### src/hdl/cdrom_controller_host_registers_assert.svh
// ----------------------------------------------------------------------------
// Assertion macros for the CD drive host register block
// Shared concurrent assertion forms, clocked on the rising edge and disabled
// while the asynchronous reset is active.
// ----------------------------------------------------------------------------
`ifndef CDROM_CONTROLLER_HOST_REGISTERS_ASSERT_SVH
`define CDROM_CONTROLLER_HOST_REGISTERS_ASSERT_SVH

// The consequent must hold in the same cycle as the antecedent.
`define CDRC_ASSERT_SAME(label, clock, rst_n, ante, cons, msg) \
	label: assert property (@(posedge clock) disable iff (!rst_n) (ante) |-> (cons)) \
		else $error(msg);

// The consequent must hold in the cycle after the antecedent.
`define CDRC_ASSERT_NEXT(label, clock, rst_n, ante, cons, msg) \
	label: assert property (@(posedge clock) disable iff (!rst_n) (ante) |=> (cons)) \
		else $error(msg);

`endif

### src/hdl/cdrc_pkg.sv
// ----------------------------------------------------------------------------
// CD drive host register package
// Access and result types, register numbers, command codes and reply ROMs.
// ----------------------------------------------------------------------------
`default_nettype none

package cdrc_pkg;

	localparam int PARAM_DEPTH = 8;
	localparam int REPLY_DEPTH = 8;
	localparam int PARAM_AW = $clog2(PARAM_DEPTH);
	localparam int REPLY_AW = $clog2(REPLY_DEPTH);

	localparam logic ACC_READ  = 1'b0;
	localparam logic ACC_WRITE = 1'b1;

	localparam logic [1:0] REG_STATUS = 2'd0;
	localparam logic [1:0] REG_CMD    = 2'd1;
	localparam logic [1:0] REG_PARAM  = 2'd2;
	localparam logic [1:0] REG_UNLOCK = 2'd3;

	localparam logic [7:0] CMD_INIT = 8'h0a;
	localparam logic [7:0] CMD_TEST = 8'h19;

	localparam logic [7:0] SUB_ROM4  = 8'h20;
	localparam logic [7:0] SUB_ROM8A = 8'h22;
	localparam logic [7:0] SUB_ROM8B = 8'h23;

	localparam logic [7:0] STATUS_BASE  = 8'h0f;
	localparam logic [7:0] STATUS_READY = 8'h20;
	localparam logic [7:0] STAT_INIT    = 8'h02;
	localparam logic [7:0] STAT_TEST    = 8'h03;

	localparam logic [7:0] UNLOCK_FIRST = 8'h01;
	localparam logic [7:0] UNLOCK_NEXT  = 8'h07;

	localparam logic [1:0] UNLOCK_IDLE  = 2'd0;
	localparam logic [1:0] UNLOCK_ONE   = 2'd1;
	localparam logic [1:0] UNLOCK_TWO   = 2'd2;

	localparam logic [3:0] COUNT_INIT = 4'd1;
	localparam logic [3:0] COUNT_ROM4 = 4'd4;
	localparam logic [3:0] COUNT_ROM8 = 4'd8;

	localparam logic [7:0] ROM_SUB20 [4] = '{8'h98, 8'h06, 8'h10, 8'hC3};
	localparam logic [7:0] ROM_SUB22 [8] = '{8'h66, 8'h6F, 8'h72, 8'h20,
		8'h45, 8'h75, 8'h72, 8'h6F};
	localparam logic [7:0] ROM_SUB23 [8] = '{8'h43, 8'h58, 8'h44, 8'h32,
		8'h39, 8'h34, 8'h30, 8'h51};

	typedef struct packed {
		logic [7:0] write_byte;
		logic [1:0] reg_select;
		logic       cmd;
	} access_t;

	typedef struct packed {
		logic       irq_pulse;
		logic [7:0] read_byte;
	} result_t;

endpackage

`default_nettype wire

### src/hdl/cdrc_core.sv
// ----------------------------------------------------------------------------
// CD drive host register core
// Holds the parameter and reply buffers, pointers, flags and status, and
// computes the result of one host access against them in a single pass.
// ----------------------------------------------------------------------------
`default_nettype none

module cdrc_core (
	input  logic              clk,
	input  logic              arst_n,
	input  logic              go,
	input  cdrc_pkg::access_t req,
	output cdrc_pkg::result_t res
);
	import cdrc_pkg::*;

	logic [7:0]          param_q [PARAM_DEPTH];
	logic [7:0]          param_d [PARAM_DEPTH];
	logic [7:0]          reply_q [REPLY_DEPTH];
	logic [7:0]          reply_d [REPLY_DEPTH];
	logic [PARAM_AW-1:0] param_pos_q, param_pos_d;
	logic [3:0]          reply_pos_q, reply_pos_d;
	logic [3:0]          reply_count_q, reply_count_d;
	logic                reply_ready_q, reply_ready_d;
	logic [1:0]          unlock_q, unlock_d;
	logic [7:0]          status_q, status_d;
	logic                have_reply;
	logic [3:0]          pos_inc;

	assign have_reply = reply_ready_q && (reply_count_q != 4'd0);
	assign pos_inc    = reply_pos_q + 4'd1;

	always_comb begin
		param_d       = param_q;
		reply_d       = reply_q;
		param_pos_d   = param_pos_q;
		reply_pos_d   = reply_pos_q;
		reply_count_d = reply_count_q;
		reply_ready_d = reply_ready_q;
		unlock_d      = unlock_q;
		status_d      = status_q;
		res.read_byte = 8'h00;
		res.irq_pulse = 1'b0;
		if (req.cmd == ACC_READ) begin
			case (req.reg_select)
				REG_STATUS: begin
					res.read_byte = have_reply ? (STATUS_BASE | STATUS_READY) : STATUS_BASE;
				end
				REG_CMD: begin
					if (have_reply) begin
						res.read_byte = reply_q[reply_pos_q[REPLY_AW-1:0]];
					end
					if (reply_ready_q) begin
						reply_pos_d = pos_inc;
						if (pos_inc == reply_count_q) begin
							reply_ready_d = 1'b0;
						end
					end
				end
				REG_PARAM: begin
					res.read_byte = 8'h00;
				end
				default: begin
					res.read_byte = status_q;
				end
			endcase
		end else begin
			case (req.reg_select)
				REG_STATUS: begin
					param_pos_d = '0;
					if (req.write_byte == 8'h00) begin
						reply_ready_d = 1'b0;
					end else begin
						if (req.write_byte[0]) begin
							reply_ready_d = 1'b1;
						end
						if (req.write_byte == UNLOCK_FIRST) begin
							unlock_d = UNLOCK_ONE;
						end
					end
				end
				REG_CMD: begin
					res.irq_pulse = 1'b1;
					if (req.write_byte == CMD_INIT) begin
						reply_pos_d   = 4'd0;
						reply_count_d = COUNT_INIT;
						status_d      = STAT_INIT;
						reply_d[0]    = STAT_INIT;
					end else if (req.write_byte == CMD_TEST) begin
						status_d = STAT_TEST;
						case (param_q[0])
							SUB_ROM4: begin
								for (int i = 0; i < 4; i++) begin
									reply_d[i] = ROM_SUB20[i];
								end
								reply_pos_d   = 4'd0;
								reply_count_d = COUNT_ROM4;
							end
							SUB_ROM8A: begin
								for (int i = 0; i < REPLY_DEPTH; i++) begin
									reply_d[i] = ROM_SUB22[i];
								end
								reply_pos_d   = 4'd0;
								reply_count_d = COUNT_ROM8;
							end
							SUB_ROM8B: begin
								for (int i = 0; i < REPLY_DEPTH; i++) begin
									reply_d[i] = ROM_SUB23[i];
								end
								reply_pos_d   = 4'd0;
								reply_count_d = COUNT_ROM8;
							end
							default: begin
							end
						endcase
					end
				end
				REG_PARAM: begin
					if (unlock_q == UNLOCK_TWO && req.write_byte == UNLOCK_NEXT) begin
						param_pos_d   = '0;
						reply_ready_d = 1'b1;
						unlock_d      = UNLOCK_IDLE;
						status_d      = 8'h00;
					end else begin
						unlock_d             = UNLOCK_IDLE;
						param_d[param_pos_q] = req.write_byte;
						if (param_pos_q != PARAM_AW'(PARAM_DEPTH - 1)) begin
							param_pos_d = param_pos_q + PARAM_AW'(1);
						end
					end
				end
				default: begin
					if (req.write_byte == UNLOCK_NEXT && unlock_q == UNLOCK_ONE) begin
						unlock_d = UNLOCK_TWO;
					end else begin
						unlock_d = UNLOCK_IDLE;
					end
				end
			endcase
		end
	end

	always_ff @(posedge clk or negedge arst_n) begin
		if (!arst_n) begin
			for (int i = 0; i < PARAM_DEPTH; i++) begin
				param_q[i] <= 8'h00;
			end
			for (int i = 0; i < REPLY_DEPTH; i++) begin
				reply_q[i] <= 8'h00;
			end
			param_pos_q   <= '0;
			reply_pos_q   <= 4'd0;
			reply_count_q <= 4'd0;
			reply_ready_q <= 1'b0;
			unlock_q      <= UNLOCK_IDLE;
			status_q      <= 8'h00;
		end else if (go) begin
			param_q       <= param_d;
			reply_q       <= reply_d;
			param_pos_q   <= param_pos_d;
			reply_pos_q   <= reply_pos_d;
			reply_count_q <= reply_count_d;
			reply_ready_q <= reply_ready_d;
			unlock_q      <= unlock_d;
			status_q      <= status_d;
		end
	end

endmodule

`default_nettype wire

### src/hdl/cdrom_controller_host_registers.sv
// ----------------------------------------------------------------------------
// CD drive controller host registers
// Datapath: the input transfer is registered in the access stage; when the output
// is free, the core result is registered in the result stage and shown on the
// master side. One register stage holds the access and one holds the result.
// Throughput: one access per cycle while the master side takes each result; the result register frees as it is taken.
// Reset: arst_n clears all buffers, pointers, flags, status and valid bits.
// ----------------------------------------------------------------------------
`default_nettype none

`include "cdrom_controller_host_registers_assert.svh"

module cdrom_controller_host_registers (
	input  logic        clk,
	input  logic        arst_n,
	input  logic        s_tvalid,
	output logic        s_tready,
	input  logic [15:0] s_tdata,  // cmd, reg_select[1:0], write_byte[7:0], zero fill
	output logic        m_tvalid,
	input  logic        m_tready,
	output logic [15:0] m_tdata   // read_byte[7:0], irq_pulse, zero fill
);
	import cdrc_pkg::*;

	logic    valid_s1;
	access_t req_s1;
	logic    valid_s2;
	result_t res_s2;
	result_t res_c;
	logic    advance;

	assign advance  = valid_s1 && (!valid_s2 || m_tready);
	assign s_tready = !valid_s1 || advance;

	always_ff @(posedge clk or negedge arst_n) begin
		if (!arst_n) begin
			valid_s1 <= 1'b0;
		end else if (s_tready) begin
			valid_s1 <= s_tvalid;
		end
	end

	always_ff @(posedge clk) begin
		if (s_tready && s_tvalid) begin
			req_s1 <= access_t'(s_tdata[10:0]);
		end
	end

	cdrc_core u_core (
		.clk    (clk),
		.arst_n (arst_n),
		.go     (advance),
		.req    (req_s1),
		.res    (res_c)
	);

	always_ff @(posedge clk or negedge arst_n) begin
		if (!arst_n) begin
			valid_s2 <= 1'b0;
		end else if (advance) begin
			valid_s2 <= 1'b1;
		end else if (m_tready) begin
			valid_s2 <= 1'b0;
		end
	end

	always_ff @(posedge clk) begin
		if (advance) begin
			res_s2 <= res_c;
		end
	end

	assign m_tvalid = valid_s2;
	assign m_tdata  = {7'd0, res_s2};

	`CDRC_ASSERT_SAME(a_ready_when_empty, clk, arst_n, !valid_s1, s_tready, "input stage empty but not ready")
	`CDRC_ASSERT_NEXT(a_stalled_item_kept, clk, arst_n, valid_s1 && !s_tready, valid_s1, "stalled access lost")
	`CDRC_ASSERT_NEXT(a_result_loaded, clk, arst_n, advance, valid_s2, "processed access gave no result")
	`CDRC_ASSERT_NEXT(a_result_held, clk, arst_n, valid_s2 && !m_tready, valid_s2 && $stable(res_s2), "waiting result changed")

endmodule

`default_nettype wire
### config.mk
export PLATFORM = sky130hd
export DESIGN_NAME = cdrom_controller_host_registers
export DESIGN_NICKNAME = d
export VERILOG_FILES = /design/src/hdl/cdrc_pkg.sv /design/src/hdl/cdrc_core.sv /design/src/hdl/cdrom_controller_host_registers.sv
export VERILOG_INCLUDE_DIRS = /design/src /design/src/hdl
export SDC_FILE = /design/constraint.sdc
export NUM_CORES = 1
export LEC_CHECK = 0
export BUFFER_PORTS_ARGS = -buffer_cell sky130_fd_sc_hd__buf_2
export CORE_MARGIN = 2
export CORE_UTILIZATION = 60
export DETAILED_ROUTE_END_ITERATION = 8
export PLACE_DENSITY = 0.82
export RECOVER_POWER = 50
export SYNTH_ARGS = -nofsm -noshare
export SYNTH_HDL_FRONTEND = slang
export SYNTH_SLANG_ARGS = --single-unit
### constraint.sdc
create_clock -name clk -period 5.6 [get_ports clk]
set_input_delay 0.84 -clock clk [delete_from_list [all_inputs] [get_ports clk]]
set_output_delay 0.84 -clock clk [all_outputs]
set_load 0.01 [all_outputs]
==> summary.md <==
| Metric | Value |
|---|---|
| Kind of end point of the critical path | flip-flop |
| Number of vias in the routed layout | 2347 |
| Arrival time of the worst setup path | 2.74 ns |
| Simple-gate portion of the synthesized area | 16.4% |
| Worst max-slew margin expressed relative to the limit | -42.4% |
| CTS sink count | 59 |
| Final-report hold violation count | 0 |
| Library cell used as clock root buffer | clkbuf_8 |
| Worst R2R Setup Slack | 3.15 ns |
| Die W | 76.7 um |
| # Post-CTS Setup Buffers | 0 |
| Worst min-delay path endpoint | u_core.param_q[63]$_DFFE_PN0P_ |
| Cell Rows | 26 |
| Result of the run | finished, violations left |
| Area occupied by multi-input gates | 1450 um^2 |
| Detail Route Antenna Nets | 0 |
| Switch share | 26.6% |
| Family with the most delay on the worst path | simple AND/OR/NAND/NOR gates |
| Sequential share of power | 48.7% |
| Total GRT Usage | 23.1% |
| R2R cell count | 6 |
| Peak ir drop on the vdd network | 0.000255 V |
| Max Cap Violations | 1 |
| Clock tree from TritonCTS | built |
| Pwr Total | 1.13 mW |
| Worst endpoint required time | 5.83 ns |
| Post-route minimum period | 2.51 ns |
| Post-CTS Resized | 0 |
| Number of synthesis warnings | 0 |
| Final weighted congestion of routability-driven global placement | 0.835 |
| Maximum clock path buffer count | 2 |
| Via/cell ratio | 6.14 |
| Leakage Power | 1.51 nW |
| Wire length reported by the detailed router | 6300 um |
| Clock group share of total power | 37.6% |
| Clock H-tree levels | 3 |
| Clock skew | 0.00626 ns |
| Number of synthesized flops with an enable pin | 20 |
| Failing checks | max-capacitance violations, max-slew violations |
| Via count of the first global-routing pass | 2212 |
| Setup violation total in the final timing report | 0 |
| Placed wire-length estimate after detailed placement | 4370 um |
| # hold bufs at CTS | 0 |
| Layout Area Growth over Synthesis | 10.5% |
| Comb pwr share | 13.8% |
| Psw | 301 uW |
| Min-Delay Path Depth | 1 |
| Gate count after technology mapping | 287 |
| Reg area | 1580 um^2 |
| Pin count of the biggest net entering global routing | 40 |
| Clock slew seen by the registers of the worst setup and hold paths | 0.06 ns |
| Highest Clock Rate | 398 MHz |
| Crit-path max cell delay | 0.61 ns |
| FF+latch count, synth | 59 |
| Worst Hold Class | flip-flop to flip-flop |
| TNS Setup | 0 ns |
| Filler cell count | 378 |
| TritonCTS Buffers | 9 |
| Startpoint Class | input pin |
| Hold wc startpoint | u_core.param_q[63]$_DFFE_PN0P_ |
| Unrepaired setup endpoints after global routing | no |
| Starting DRT DRC Count | 256 |
| Die Span Y | 76.7 um |
| Cell area after synthesis | 3170 um^2 |
| Maximum fanout count along the critical path | 11 |
| Reg2Reg Capture Point | u_core.reply_q[56]$_DFFE_PN0P_ |
| Sequential fraction of the synthesis area | 49.8% |
| Combinational family with the most area after synthesis | simple AND/OR/NAND/NOR gates |
| Overall overflow remaining after global route | 0 |
| Internal Power | 832 uW |
| Boundary pin count | 38 |
| Power per standard cell area | 324 nW/um^2 |
| Transition time of the tightest slew-check pin | 2.14 ns |
| Number of buffer and inverter stages on the critical path | 1 |
| Initial antenna violation count | 0 |
| Number of nets at the end of the flow | 334 |
| Global-route wire length before repair | 10600 um |
| CP Cell Sequence | buf_2 -> nand2b_1 -> and2_0 -> nand4_1 -> mux2_2 |
| Die footprint | 5880 um^2 |
| Clock latency reported for the late side of the worst-skew pair | 0.34 ns |
| Async SR Flop Fraction | 66.1% |
| Mean cell area of the mapped netlist | 11.0 um^2 |
| Final Max Slew Viols | 40 |
| Startpoint of the worst-slack reg-to-reg timing path | req_s1[2]$_DFFE_PP_ |
| First-pass detailed-route iteration total | 4 |
| Cell with the biggest individual delay on the critical path | and2_0 |
| Number of remaining DRC errors | 0 |
| Initial standard-cell utilization of the core | 62.0% |
| Synthesized-area fraction occupied by adder cells | 2.77% |
| Share of the synthesized area in compound gates (AO/OA/AOI/OAI) | 13.2% |
| Proportion of synthesized area in mux cells | 10.8% |
| Average routed wire per standard cell | 16.5 um |
| Number of buffer cells added on primary ports | 25 |
| Number of diodes added for antenna fixing | 0 |
| Count of distinct cell types in the synthesized netlist | 61 |
| Final period util | 44.9% |
| Most instantiated flip-flop cell in the synthesis netlist | dfrtp_1 |
| Startpoint-to-endpoint class of the critical path | input pin to flip-flop |
| XOR/XNOR share of the synthesized area | 1.66% |
| Layout cell share with drive strength beyond 1 | 18.6% |
| Core Area | 5110 um^2 |
## sequential cells by signal, summed over array words and instances (netlist names)
signal                cells
u_core.reply_q           14
req_s1                   11
m_tdata                   9
u_core.param_q            8
u_core.reply_pos_q        4
u_core.param_pos_q        3
u_core.reply_count_q      3
u_core.status_q           2
u_core.unlock_q           2
m_tvalid                  1
u_core.reply_ready_q      1
valid_s1                  1
## cells in the final DEF, fill, tap and decap left out, types with 4 or more instances in the layout
| master | netlist | routed |
|---|---|---|
| o21ai_0 | 10 | 10 |
| dfrtp_1 | 39 | 39 |
| nor2b_1 | 6 | 6 |
| buf_2 | 6 | 22 |
| clkbuf_8 | 0 | 10 |
| xnor2_1 | 4 | 4 |
| mux2i_1 | 14 | 14 |
| or3_1 | 5 | 5 |
| nor2_1 | 13 | 13 |
| ha_1 | 7 | 7 |
| conb_1 | 1 | 7 |
| edfxtp_1 | 20 | 20 |
| mux2_2 | 14 | 14 |
| nor3_1 | 9 | 9 |
| nand4_1 | 6 | 6 |
| inv_1 | 12 | 12 |
| nand2b_1 | 6 | 6 |
| nand3_1 | 9 | 9 |
| clkbuf_1 | 8 | 4 |
| o31ai_1 | 5 | 5 |
| nor4_1 | 4 | 4 |
| nand2_1 | 17 | 17 |
## synthesized netlist by cell type, types with 8 or more instances
cell	count	area, um^2
nor3_1	9	45.0
inv_1	12	45.0
mux2_2	14	158
nand2_1	17	63.8
o21ai_0	10	50.1
dfrtp_1	39	976
mux2i_1	14	140
clkbuf_1	8	30.0
nand3_1	9	45.0
nor2_1	13	48.8
edfxtp_1	20	601
## routing by layer
layer  share of wire [%]  routed length, um  global-route usage, %  vias to the layer above
li1                    -                  -                      -                     1110
met1                  45               2850                   30.8                     1139
met2                  47               2960                   35.8                       78
met3                 5.2                327                   4.59                       20
met4                 2.5                160                   12.4                        0
met5                   0                  0                      0                        -
## power by group through the flow
| stage | sequential (mW) | clock (mW) | combinational [mW] |
|---|---|---|---|
| after floorplan | 0.529 | 0 | 0.139 |
| after global routing | 0.556 | 0.448 | 0.174 |
| after global placement | 0.553 | 0 | 0.148 |
| after CTS | 0.549 | 0.429 | 0.156 |
| after detailed placement | 0.557 | 0 | 0.154 |
| final | 0.551 | 0.425 | 0.156 |
## worst max path at each step
stage,start,to,slack [ns],depth (start not counted)
after global routing,arst_n,u_core.reply_pos_q[3]$_DFFE_PN0P_,2.85,1
after detailed placement,m_tready,u_core.param_q[56]$_DFFE_PN0P_,2.99,5
after global placement,m_tready,u_core.param_q[57]$_DFFE_PN0P_,3.04,5
after CTS,u_core.reply_pos_q[0]$_DFFE_PN0P_,m_tdata[0]$_SDFFCE_PP0P_,3.15,4
final,m_tready,u_core.param_q[56]$_DFFE_PN0P_,3.09,5
after floorplan,m_tready,u_core.reply_q[56]$_DFFE_PN0P_,3.38,5
## area by class of cell
type	instances	share of cell area [%]
clock buffer	11	4.04
clock inverter	5	2.18
inverter	13	1.39
multi-input combinational	199	41.4
sequential	59	45.0
tap	70	2.50
timing repair buffer	25	3.47
## kinds of logic (layout without fill, tap and decap cells)
logic type,count (synthesis),in the layout
simple gates,93,93
flops,59,59
compound gates,56,56
buf+inv,35,54
mux,30,30
fa+ha+maj,7,7
xor+xnor,6,6
other cells,1,7
## through the flow
step                      instance area (um^2)  setup slack [ns]  hold slack (ns)  util [%]  std cells
after detailed placement                  3290              2.99            0.496      64.3        366
after global placement                    3290              3.04            0.488      64.3        366
after global routing                      3500              2.85            0.523      68.5        382
after CTS                                 3500              3.15            0.510      68.6        382
final                                     3500              3.09            0.512      68.5        382
after floorplan                           3190              3.38            0.470         -        293
No activity file was read; power rests on OpenSTA's default activity.
